**src/hdl/assert_macros.svh**
```systemverilog
`ifndef ASSERT_MACROS_SVH
`define ASSERT_MACROS_SVH

// same-cycle implication
`define ASSERT_SAME(label, clk, rst_n, ante, cons) \
    label: assert property (@(posedge clk) disable iff (!(rst_n)) (ante) |-> (cons)) \
        else $error("assertion failed");

// next-cycle implication
`define ASSERT_NEXT(label, clk, rst_n, ante, cons) \
    label: assert property (@(posedge clk) disable iff (!(rst_n)) (ante) |=> (cons)) \
        else $error("assertion failed");

`endif

```
**src/hdl/mlc_pkg.sv**
```systemverilog
package mlc_pkg;

    localparam int unsigned MLC_CH_W    = 8;
    localparam int unsigned MLC_LEVEL_W = 2;

    localparam logic [7:0] CHAR_NUL    = 8'h00;
    localparam logic [7:0] CHAR_TAB    = 8'h09;
    localparam logic [7:0] CHAR_SPACE  = 8'h20;
    localparam logic [7:0] CHAR_STAR   = 8'h2A;
    localparam logic [7:0] CHAR_PLUS   = 8'h2B;
    localparam logic [7:0] CHAR_MINUS  = 8'h2D;
    localparam logic [7:0] CHAR_DOT    = 8'h2E;
    localparam logic [7:0] CHAR_RPAREN = 8'h29;
    localparam logic [7:0] CHAR_ZERO   = 8'h30;
    localparam logic [7:0] CHAR_NINE   = 8'h39;

    localparam logic [2:0] POS_MAX    = 3'd7;
    localparam logic [2:0] PREFIX_LEN = 3'd5;
    localparam logic [2:0] STAR_SAT   = 3'd4;

    typedef enum logic [1:0] {
        KIND_NONE,
        KIND_BULLET,
        KIND_DIGIT,
        KIND_OTHER
    } t_kind;

    typedef enum logic [1:0] {
        NUM_DIGITS,
        NUM_PUNCT,
        NUM_MATCH,
        NUM_FAIL
    } t_num_phase;

    typedef struct packed {
        logic [MLC_CH_W-1:0] ch;
        logic                end_of_line;
    } t_in_item;

    typedef struct packed {
        logic [MLC_LEVEL_W-1:0] level;
        logic                   bullet_line;
        logic                   number_line;
        logic                   is_todo;
        logic                   is_done;
        logic                   detected;
    } t_result;

    // handoff from the input register to the scanner
    typedef struct packed {
        logic     valid;
        t_in_item item;
    } t_in_slot;

    function automatic logic [7:0] f_todo_char(input logic [2:0] pos);
        logic [7:0] c;
        unique case (pos)
            3'd0:    c = 8'h54;
            3'd1:    c = 8'h4F;
            3'd2:    c = 8'h44;
            3'd3:    c = 8'h4F;
            default: c = CHAR_SPACE;
        endcase
        return c;
    endfunction

    function automatic logic [7:0] f_done_char(input logic [2:0] pos);
        logic [7:0] c;
        unique case (pos)
            3'd0:    c = 8'h44;
            3'd1:    c = 8'h4F;
            3'd2:    c = 8'h4E;
            3'd3:    c = 8'h45;
            default: c = CHAR_SPACE;
        endcase
        return c;
    endfunction

    function automatic logic f_is_blank(input logic [7:0] c);
        return (c == CHAR_SPACE) || (c == CHAR_TAB);
    endfunction

    function automatic logic f_is_digit(input logic [7:0] c);
        return (c >= CHAR_ZERO) && (c <= CHAR_NINE);
    endfunction

endpackage

```
**src/hdl/mlc_if.sv**
```systemverilog
interface mlc_in_if;
    import mlc_pkg::*;

    logic                valid;
    logic                ready;
    logic [MLC_CH_W-1:0] ch;
    logic                end_of_line;

    modport source (output valid, output ch, output end_of_line, input ready);
    modport sink   (input valid, input ch, input end_of_line, output ready);
endinterface

interface mlc_out_if;
    import mlc_pkg::*;

    logic                   valid;
    logic                   ready;
    logic [MLC_LEVEL_W-1:0] level;
    logic                   bullet_line;
    logic                   number_line;
    logic                   is_todo;
    logic                   is_done;
    logic                   detected;

    modport source (
        output valid, output level, output bullet_line, output number_line,
        output is_todo, output is_done, output detected, input ready
    );
    modport sink (
        input valid, input level, input bullet_line, input number_line,
        input is_todo, input is_done, input detected, output ready
    );
endinterface

```
**src/hdl/mlc_in_stage.sv**
```systemverilog
module mlc_in_stage (
    input  logic             i_clk,
    input  logic             i_rst_n,
    mlc_in_if.sink           i_in,
    input  logic             i_take,
    output mlc_pkg::t_in_slot o_slot
);
    import mlc_pkg::*;

    logic     r_valid;
    t_in_item r_item;
    logic     w_load;

    assign i_in.ready = !r_valid || i_take;
    assign w_load     = i_in.valid && i_in.ready;

    always_ff @(posedge i_clk) begin
        if (!i_rst_n) begin
            r_valid <= 1'b0;
        end else if (w_load) begin
            r_valid <= 1'b1;
        end else if (i_take) begin
            r_valid <= 1'b0;
        end
    end

    always_ff @(posedge i_clk) begin
        if (w_load) begin
            r_item.ch          <= i_in.ch;
            r_item.end_of_line <= i_in.end_of_line;
        end
    end

    assign o_slot.valid = r_valid;
    assign o_slot.item  = r_item;
endmodule

```
**src/hdl/mlc_scan.sv**
```systemverilog
module mlc_scan (
    input  logic              i_clk,
    input  logic              i_rst_n,
    input  mlc_pkg::t_in_slot i_slot,
    input  logic              i_res_ready,
    output logic              o_take,
    output logic              o_res_valid,
    output mlc_pkg::t_result  o_res
);
    import mlc_pkg::*;

    logic       r_skipping, n_skipping;
    logic [2:0] r_position, n_position;
    logic [2:0] r_star, n_star;
    logic       r_header, n_header;
    t_kind      r_kind, n_kind;
    logic       r_todo, n_todo;
    logic       r_done, n_done;
    t_num_phase r_phase, n_phase;
    logic       r_bullet, n_bullet;
    logic       r_term, n_term;

    logic [7:0] w_c;
    logic       w_eol;
    logic       w_byte;
    t_result    w_res;

    assign w_c   = i_slot.item.ch;
    assign w_eol = i_slot.item.end_of_line;

    assign o_take      = i_slot.valid && (!w_eol || i_res_ready);
    assign o_res_valid = i_slot.valid && w_eol;
    assign w_byte      = o_take && !w_eol && !r_term && (w_c != CHAR_NUL)
                         && !(r_skipping && f_is_blank(w_c));

    always_comb begin
        w_res.level       = r_header ? r_star[MLC_LEVEL_W-1:0] : '0;
        w_res.bullet_line = r_bullet;
        w_res.number_line = (r_kind == KIND_DIGIT) && (r_phase == NUM_MATCH);
        w_res.is_todo     = (r_position >= PREFIX_LEN) && r_todo;
        w_res.is_done     = !w_res.is_todo && (r_position >= PREFIX_LEN) && r_done;
        w_res.detected    = (w_res.level != '0) || w_res.bullet_line || w_res.number_line
                            || w_res.is_todo || w_res.is_done;
    end

    assign o_res = w_res;

    always_comb begin
        n_skipping = r_skipping;
        n_position = r_position;
        n_star     = r_star;
        n_header   = r_header;
        n_kind     = r_kind;
        n_todo     = r_todo;
        n_done     = r_done;
        n_phase    = r_phase;
        n_bullet   = r_bullet;
        n_term     = r_term;

        if (o_take && w_eol) begin
            n_skipping = 1'b1;
            n_position = '0;
            n_star     = '0;
            n_header   = 1'b0;
            n_kind     = KIND_NONE;
            n_todo     = 1'b1;
            n_done     = 1'b1;
            n_phase    = NUM_DIGITS;
            n_bullet   = 1'b0;
            n_term     = 1'b0;
        end else if (o_take && !r_term && (w_c == CHAR_NUL)) begin
            n_term = 1'b1;
        end else if (w_byte) begin
            n_skipping = 1'b0;

            if ((r_position == r_star) && (r_star < STAR_SAT)) begin
                if (w_c == CHAR_STAR) begin
                    n_star = r_star + 3'd1;
                end else if ((r_star != '0) && f_is_blank(w_c)) begin
                    n_header = 1'b1;
                end
            end

            if (r_position < PREFIX_LEN) begin
                if (w_c != f_todo_char(r_position)) n_todo = 1'b0;
                if (w_c != f_done_char(r_position)) n_done = 1'b0;
            end

            if (r_position == '0) begin
                if ((w_c == CHAR_MINUS) || (w_c == CHAR_PLUS) || (w_c == CHAR_STAR)) begin
                    n_kind = KIND_BULLET;
                end else if (f_is_digit(w_c)) begin
                    n_kind = KIND_DIGIT;
                end else begin
                    n_kind = KIND_OTHER;
                end
            end else begin
                if ((r_position == 3'd1) && (r_kind == KIND_BULLET) && (w_c == CHAR_SPACE)) begin
                    n_bullet = 1'b1;
                end
                if (r_kind == KIND_DIGIT) begin
                    if (r_phase == NUM_DIGITS) begin
                        if (f_is_digit(w_c)) begin
                            n_phase = NUM_DIGITS;
                        end else if ((w_c == CHAR_DOT) || (w_c == CHAR_RPAREN)) begin
                            n_phase = NUM_PUNCT;
                        end else begin
                            n_phase = NUM_FAIL;
                        end
                    end else if (r_phase == NUM_PUNCT) begin
                        n_phase = (w_c == CHAR_SPACE) ? NUM_MATCH : NUM_FAIL;
                    end
                end
            end

            if (r_position < POS_MAX) n_position = r_position + 3'd1;
        end
    end

    always_ff @(posedge i_clk) begin
        if (!i_rst_n) begin
            r_skipping <= 1'b1;
            r_position <= '0;
            r_star     <= '0;
            r_header   <= 1'b0;
            r_kind     <= KIND_NONE;
            r_todo     <= 1'b1;
            r_done     <= 1'b1;
            r_phase    <= NUM_DIGITS;
            r_bullet   <= 1'b0;
            r_term     <= 1'b0;
        end else begin
            r_skipping <= n_skipping;
            r_position <= n_position;
            r_star     <= n_star;
            r_header   <= n_header;
            r_kind     <= n_kind;
            r_todo     <= n_todo;
            r_done     <= n_done;
            r_phase    <= n_phase;
            r_bullet   <= n_bullet;
            r_term     <= n_term;
        end
    end
endmodule

```
**src/hdl/mlc_out_stage.sv**
```systemverilog
module mlc_out_stage (
    input  logic             i_clk,
    input  logic             i_rst_n,
    input  logic             i_res_valid,
    input  mlc_pkg::t_result i_res,
    output logic             o_res_ready,
    mlc_out_if.source        o_out
);
    import mlc_pkg::*;

    logic    r_valid;
    t_result r_res;
    logic    w_load;

    assign o_res_ready = !r_valid || o_out.ready;
    assign w_load      = i_res_valid && o_res_ready;

    always_ff @(posedge i_clk) begin
        if (!i_rst_n) begin
            r_valid <= 1'b0;
        end else if (w_load) begin
            r_valid <= 1'b1;
        end else if (o_out.ready) begin
            r_valid <= 1'b0;
        end
    end

    always_ff @(posedge i_clk) begin
        if (w_load) begin
            r_res <= i_res;
        end
    end

    assign o_out.valid       = r_valid;
    assign o_out.level       = r_res.level;
    assign o_out.bullet_line = r_res.bullet_line;
    assign o_out.number_line = r_res.number_line;
    assign o_out.is_todo     = r_res.is_todo;
    assign o_out.is_done     = r_res.is_done;
    assign o_out.detected    = r_res.detected;
endmodule

```
**src/hdl/markup_line_classifier_top.sv**
```systemverilog
// channel | dir | payload                                                  | transfer
// i_in    | in  | ch[7:0], end_of_line                                     | valid & ready
// o_out   | out | level[1:0], bullet_line, number_line, is_todo, is_done,  | valid & ready
//         |     | detected                                                 |
//
// One byte per cycle sustained while no end-of-line item waits on the output side; a byte
// passes the input register and the scan logic, and an end of line loads the result
// register when the scan logic takes it from the input register.
// Synchronous active-low reset clears the line state, so a new line starts scanning.
// An end-of-line item waits in the input register while the result register is full
// and not taken; text bytes never wait on the output side.
`include "assert_macros.svh"

module markup_line_classifier_top (
    input  logic      i_clk,
    input  logic      i_rst_n,
    mlc_in_if.sink    i_in,
    mlc_out_if.source o_out
);
    import mlc_pkg::*;

    t_in_slot w_slot;
    t_result  w_res;
    logic     w_take;
    logic     w_res_valid;
    logic     w_res_ready;
    logic     w_out_any;
    logic     w_byte_take;
    logic     w_out_free;

    mlc_in_stage u_in_stage (
        .i_clk   (i_clk),
        .i_rst_n (i_rst_n),
        .i_in    (i_in),
        .i_take  (w_take),
        .o_slot  (w_slot)
    );

    mlc_scan u_scan (
        .i_clk       (i_clk),
        .i_rst_n     (i_rst_n),
        .i_slot      (w_slot),
        .i_res_ready (w_res_ready),
        .o_take      (w_take),
        .o_res_valid (w_res_valid),
        .o_res       (w_res)
    );

    mlc_out_stage u_out_stage (
        .i_clk       (i_clk),
        .i_rst_n     (i_rst_n),
        .i_res_valid (w_res_valid),
        .i_res       (w_res),
        .o_res_ready (w_res_ready),
        .o_out       (o_out)
    );

    assign w_out_any   = (o_out.level != '0) || o_out.bullet_line || o_out.number_line
                         || o_out.is_todo || o_out.is_done;
    assign w_byte_take = w_take && !w_slot.item.end_of_line;
    assign w_out_free  = !o_out.valid || o_out.ready;

    `ASSERT_SAME(a_detected_sum, i_clk, i_rst_n, o_out.valid, o_out.detected == w_out_any)
    `ASSERT_SAME(a_todo_done_excl, i_clk, i_rst_n, o_out.valid, !(o_out.is_todo && o_out.is_done))
    `ASSERT_NEXT(a_byte_no_result, i_clk, i_rst_n, w_byte_take && w_out_free, !o_out.valid)
    `ASSERT_NEXT(a_eol_gives_result, i_clk, i_rst_n, w_take && w_slot.item.end_of_line, o_out.valid)

endmodule
```
**src/flat_wrapper.sv**
```systemverilog
// flat-port wrapper written by rule: the top's interface ports become plain ports
module markup_line_classifier_top_flat import mlc_pkg::*;
  (i_clk, i_rst_n, i_in_valid, i_in_ch, i_in_end_of_line, i_in_ready, o_out_valid, o_out_level, o_out_bullet_line, o_out_number_line, o_out_is_todo, o_out_is_done, o_out_detected, o_out_ready);
  mlc_in_if i_in_i ();
  mlc_out_if o_out_i ();
  input  logic i_clk;
  input  logic i_rst_n;
  input wire logic [$bits(i_in_i.valid)-1:0] i_in_valid;
  input wire logic [$bits(i_in_i.ch)-1:0] i_in_ch;
  input wire logic [$bits(i_in_i.end_of_line)-1:0] i_in_end_of_line;
  output wire logic [$bits(i_in_i.ready)-1:0] i_in_ready;
  output wire logic [$bits(o_out_i.valid)-1:0] o_out_valid;
  output wire logic [$bits(o_out_i.level)-1:0] o_out_level;
  output wire logic [$bits(o_out_i.bullet_line)-1:0] o_out_bullet_line;
  output wire logic [$bits(o_out_i.number_line)-1:0] o_out_number_line;
  output wire logic [$bits(o_out_i.is_todo)-1:0] o_out_is_todo;
  output wire logic [$bits(o_out_i.is_done)-1:0] o_out_is_done;
  output wire logic [$bits(o_out_i.detected)-1:0] o_out_detected;
  input wire logic [$bits(o_out_i.ready)-1:0] o_out_ready;
  assign i_in_i.valid = i_in_valid;
  assign i_in_i.ch = i_in_ch;
  assign i_in_i.end_of_line = i_in_end_of_line;
  assign i_in_ready = i_in_i.ready;
  assign o_out_valid = o_out_i.valid;
  assign o_out_level = o_out_i.level;
  assign o_out_bullet_line = o_out_i.bullet_line;
  assign o_out_number_line = o_out_i.number_line;
  assign o_out_is_todo = o_out_i.is_todo;
  assign o_out_is_done = o_out_i.is_done;
  assign o_out_detected = o_out_i.detected;
  assign o_out_i.ready = o_out_ready;
  markup_line_classifier_top u_core (.i_clk(i_clk), .i_rst_n(i_rst_n), .i_in(i_in_i), .o_out(o_out_i));
endmodule
```
**config.mk**
```make
export PLATFORM = sky130hd
export DESIGN_NAME = markup_line_classifier_top_flat
export DESIGN_NICKNAME = d
export VERILOG_FILES = /design/src/hdl/mlc_pkg.sv /design/src/hdl/mlc_if.sv /design/src/hdl/mlc_in_stage.sv /design/src/hdl/mlc_scan.sv /design/src/hdl/mlc_out_stage.sv /design/src/hdl/markup_line_classifier_top.sv /design/src/flat_wrapper.sv
export VERILOG_INCLUDE_DIRS = /design/src /design/src/hdl
export SDC_FILE = /design/constraint.sdc
export NUM_CORES = 1
export LEC_CHECK = 0
export BUFFER_PORTS_ARGS = -buffer_cell sky130_fd_sc_hd__buf_4
export CAP_MARGIN = 30
export CORE_UTILIZATION = 55
export CTS_CLUSTER_SIZE = 20
export DETAILED_ROUTE_END_ITERATION = 12
export HOLD_SLACK_MARGIN = 0.05
export PLACE_DENSITY = 0.76
export REMOVE_ABC_BUFFERS = 1
export SKIP_CTS_REPAIR_TIMING = 1
export SYNTH_ARGS = -nofsm -noshare
export SYNTH_HDL_FRONTEND = slang
export SYNTH_SLANG_ARGS = --single-unit
```
**constraint.sdc**
```tcl
create_clock -name i_clk -period 2.4 [get_ports i_clk]
set_input_delay 0 -clock i_clk [delete_from_list [all_inputs] [get_ports i_clk]]
set_output_delay 0 -clock i_clk [all_outputs]
set_load 0.02 [all_outputs]
```
==> impl_results.md <==
* Die W at 58.72 um
* Largest net degree at the start of global routing at 18
* Reg power frac at 0.499
* Worst setup startpoint: u_core.u_in_stage.o_slot[1]$_DFFE_PP_
* TNS Setup at 0 ns
* Via count at 1475
* Distinct cell type count after synthesis at 47
* Register bit total from synthesis at 34
* Clk buf depth at 2
* Inserted Diodes at 0
* LEAKAGE at 0.7730 nW
* Clock Skew at 0.01157 ns
* Worst EP arrival at 2.26 ns
* Crit share post-route at 0.8495
* Final Hold Fails at 0
* CP Capture Type: flop
* R2R Setup Slk at 0.36 ns
* Cell area power density at 599.6 nW/um^2
* Placed Instances at 236
* Worst setup path endpoint: u_core.u_scan.r_done$_SDFFE_PP1P_
* CP peak stage delay at 0.60 ns
* Post-Synth Simple-Gate Area at 0.2376
* Root buffer cell: clkbuf_4
* Die Y-Extent at 58.72 um
* P_int at 1.035 mW
* H-tree Lvls at 2
* Crit path depth at 4
* DR iter-0 viols at 59
* Layout cells sized above 1 at 0.1801
* Sequential cell area at 840.8 um^2
* Core area at 3053 um^2
* Non-Filler Instances at 255
* Primary FF master, synth: dfxtp_1
* Worst skew pair latency at 0.34 ns
* Worst-path maximum fanout at 14
* Syn Area/Cell at 9.939 um^2
* Comb power frac at 0.084
* Post-Syn Area at 1769 um^2
* WP data required at 2.63 ns
* Vias in the first global route at 1297
* Port bufs at 21
* Final #Nets at 230
* Post-Synth XOR/XNOR Area at 0.01980
* Routability Congestion at 0.9226
* Multi-input logic area at 857.1 um^2
* Compound-Gate Fraction of Synth Area at 0.1775
* Status: complete, no violations
* Final HPWL DP at 2572 um
* Clk slew on worst S/H paths at 0.11 ns
* WL/cell at 15.04 um
* Main combinational cell family by area after synthesis: simple AND/OR/NAND/NOR gates
* Final setup viols at 0
* Worst-margin pin slew at 0.9114 ns
* Io pins at 22
* RR Startpoint: u_core.u_in_stage.o_slot[1]$_DFFE_PP_
* Max-slew headroom at 0.3895
* Slowest-stage cell, CP: edfxtp_1
* R2R cell count at 4
* Pins Over Slew Limit at 0
* Clk pwr share at 0.417
* EDFF count, synth at 16
* Fillers at 216
* Sequential area share after synthesis at 0.4752
* Total CTS buffers at 5
* Min Hold Slack at 0.07809 ns
* RSZ-0062 raised after global routing: false
* Cell breakdown of the critical path: and4b_1 > o311ai_4 > nand3_1 > a221o_1
* Initial core utilization at 0.5795
* GRT Total Usage at 0.2336
* Crit path buf inv count at 0
* Overall routed net length at 3835 um
* Worst setup path class: flop to flop
* Clock sinks at 34
* CTS tree: done
* Delay-heaviest family, CP: compound AO/OA/AOI/OAI gates
* Final ANT Viol Nets at 0
* # Max-Cap Violations at 0
* Drt drc at 0
* CP Launch Type: flop
* VDD IR-drop max at 0.5021 mV
* Tmin final at 2.039 ns
* Area growth syn-to-layout at 23.27%
* GR Overflow Total at 0
* Pre-antenna DRT Iters at 4
* Mux cell area share after synthesis at 0
* Die area at 3447 um^2
* Synthesized instance count at 178
* Hold WC Path Type: input port to flop
* RR Endpoint: u_core.u_scan.r_done$_SDFFE_PP1P_
* Via density at 5.784
* Initial antenna violation count at 0
* Number of synthesis warnings at 0
* Sw Ratio at 0.2088
* Switching power of the nets at 0.2731 mW
* Async SR Flop Fraction at 0
* Max Freq at 490.5 MHz
* Rows at 20
* Adder-Cell Fraction of Synth Area at 0.04950
* First-pass GRT wire length at 5844 um
[Yosys cell counts, drive strengths merged, types with 2 or more instances]
cell type	instances	share of area
nor2	13	0.028
or3	2	0.0071
a31oi	3	0.011
a311oi	2	0.0099
a211oi	2	0.0085
nor4	5	0.021
and3	2	0.0071
ha	7	0.050
edfxtp	16	0.27
a211o	2	0.0099
clkbuf	7	0.015
o31ai	2	0.0085
a221o	2	0.011
o21bai	2	0.0085
nand4	4	0.014
nor3b	4	0.020
a21boi	2	0.0085
nor3	4	0.011
xnor2	4	0.020
or4	3	0.015
a21oi	15	0.042
inv	11	0.023
nand3	6	0.017
nor2b	5	0.018
dfxtp	18	0.20
o21ai	9	0.025
nand2	6	0.013
and2	5	0.018
[power groups by stage]
| stage | Sequential, mW | Clock (mW) | Combinational [mW] |
|---|---|---|---|
| after floorplan | 0.661 | 0 | 0.0564 |
| final | 0.653 | 0.545 | 0.110 |
| after CTS | 0.651 | 0.553 | 0.0940 |
| after detailed placement | 0.664 | 0 | 0.0937 |
| after global placement | 0.662 | 0 | 0.0902 |
| after global routing | 0.656 | 0.571 | 0.120 |
[flip-flops by register name, summed over array words and instances, names as in the netlist]
name	cells
u_core.u_scan.r_done	1
u_core.u_out_stage.o_out.bullet_line	1
u_core.u_scan.r_phase	2
u_core.u_out_stage.o_out.detected	1
u_core.u_scan.r_term	1
u_core.u_scan.r_bullet	1
u_core.u_in_stage.o_slot	9
u_core.u_scan.r_kind	2
u_core.u_out_stage.o_out.is_todo	1
u_core.u_scan.r_todo	1
u_core.u_scan.r_skipping	1
u_core.u_scan.r_header	1
u_core.u_out_stage.o_out.number_line	1
u_core.u_out_stage.o_out.valid	1
u_core.u_out_stage.o_out.is_done	1
u_core.u_scan.r_position	3
u_core.u_scan.r_star	3
u_core.u_out_stage.o_out.level	2
u_core.u_in_stage.r_valid	1
[how the worst min path moves through the flow]
stage	end	slack (ns)	from	depth (start not counted)
floorplan	u_core.u_in_stage.o_slot[0]$_DFFE_PP_	0.1	i_in_end_of_line	0
global placement	u_core.u_in_stage.o_slot[4]$_DFFE_PP_	0.18	i_in_ch[3]	1
detailed placement	u_core.u_in_stage.o_slot[0]$_DFFE_PP_	0.18	i_in_end_of_line	1
CTS	u_core.u_in_stage.o_slot[0]$_DFFE_PP_	-0.18	i_in_end_of_line	1
global route	u_core.u_scan.r_term$_SDFFE_PP0P_	0.09	o_out_ready	4
finish	u_core.u_out_stage.o_out.valid$_SDFFE_PN0P_	0.08	o_out_ready	4
[per-stage QoR]
stage	total power [mW]	cell area, um^2	utilization	setup WS (ns)
after global routing	1.347	2181	0.7143	0.2419
after CTS	1.298	2071	0.6783	0.4013
after global placement	0.7526	1959	0.6418	0.4764
after floorplan	0.7172	1739	-	0.5494
after detailed placement	0.7577	1959	0.6418	0.4261
final	1.308	2181	0.7143	0.3612
[area by class of cell]
cell class	count	share of cell area
clock buffers	6	0.02352
repair buffers	33	0.1262
well taps	44	0.02524
multi-input cells	125	0.3930
clock inverters	2	0.02754
flip-flops and latches	34	0.3855
inverters	11	0.01893
[worst min-delay path, delay by kind of cell]
family | cells | cell delay (ns)
AOI/OAI and AO/OA | 1 | 0.16
buffers and inverters | 1 | 0.08
and+or+nand+nor | 2 | 0.14
[cell families (layout without fill, tap and decap cells)]
group	Yosys count	after routing
compound gates	46	46
buf+inv	19	52
xor+xnor	4	4
flops	34	34
simple gates	68	68
fa+ha+maj	7	7
[cell usage in the layout, fill, tap and decap left out, types with 3 or more instances in the layout]
cell / count
and2_1: 5
a21oi_1: 15
a31oi_1: 3
nor4_1: 4
o21ai_1: 3
inv_1: 11
edfxtp_1: 16
dlygate4sd3_1: 11
nor2_1: 13
o21ai_0: 6
clkbuf_4: 5
nor3_1: 4
dfxtp_1: 18
xnor2_1: 4
nand3_1: 6
buf_4: 22
nor2b_1: 5
nand4_1: 4
nand2_1: 6
nor3b_1: 3
ha_1: 7
[per-layer routing]
metal	up-vias	track usage	share of wire
met5	-	0	0
met4	0	0.1122	0.013
met3	6	0.07473	0.051
met2	58	0.3924	0.51
met1	683	0.2700	0.42
li1	728	-	-
No activity file was read; power rests on OpenSTA's default activity.
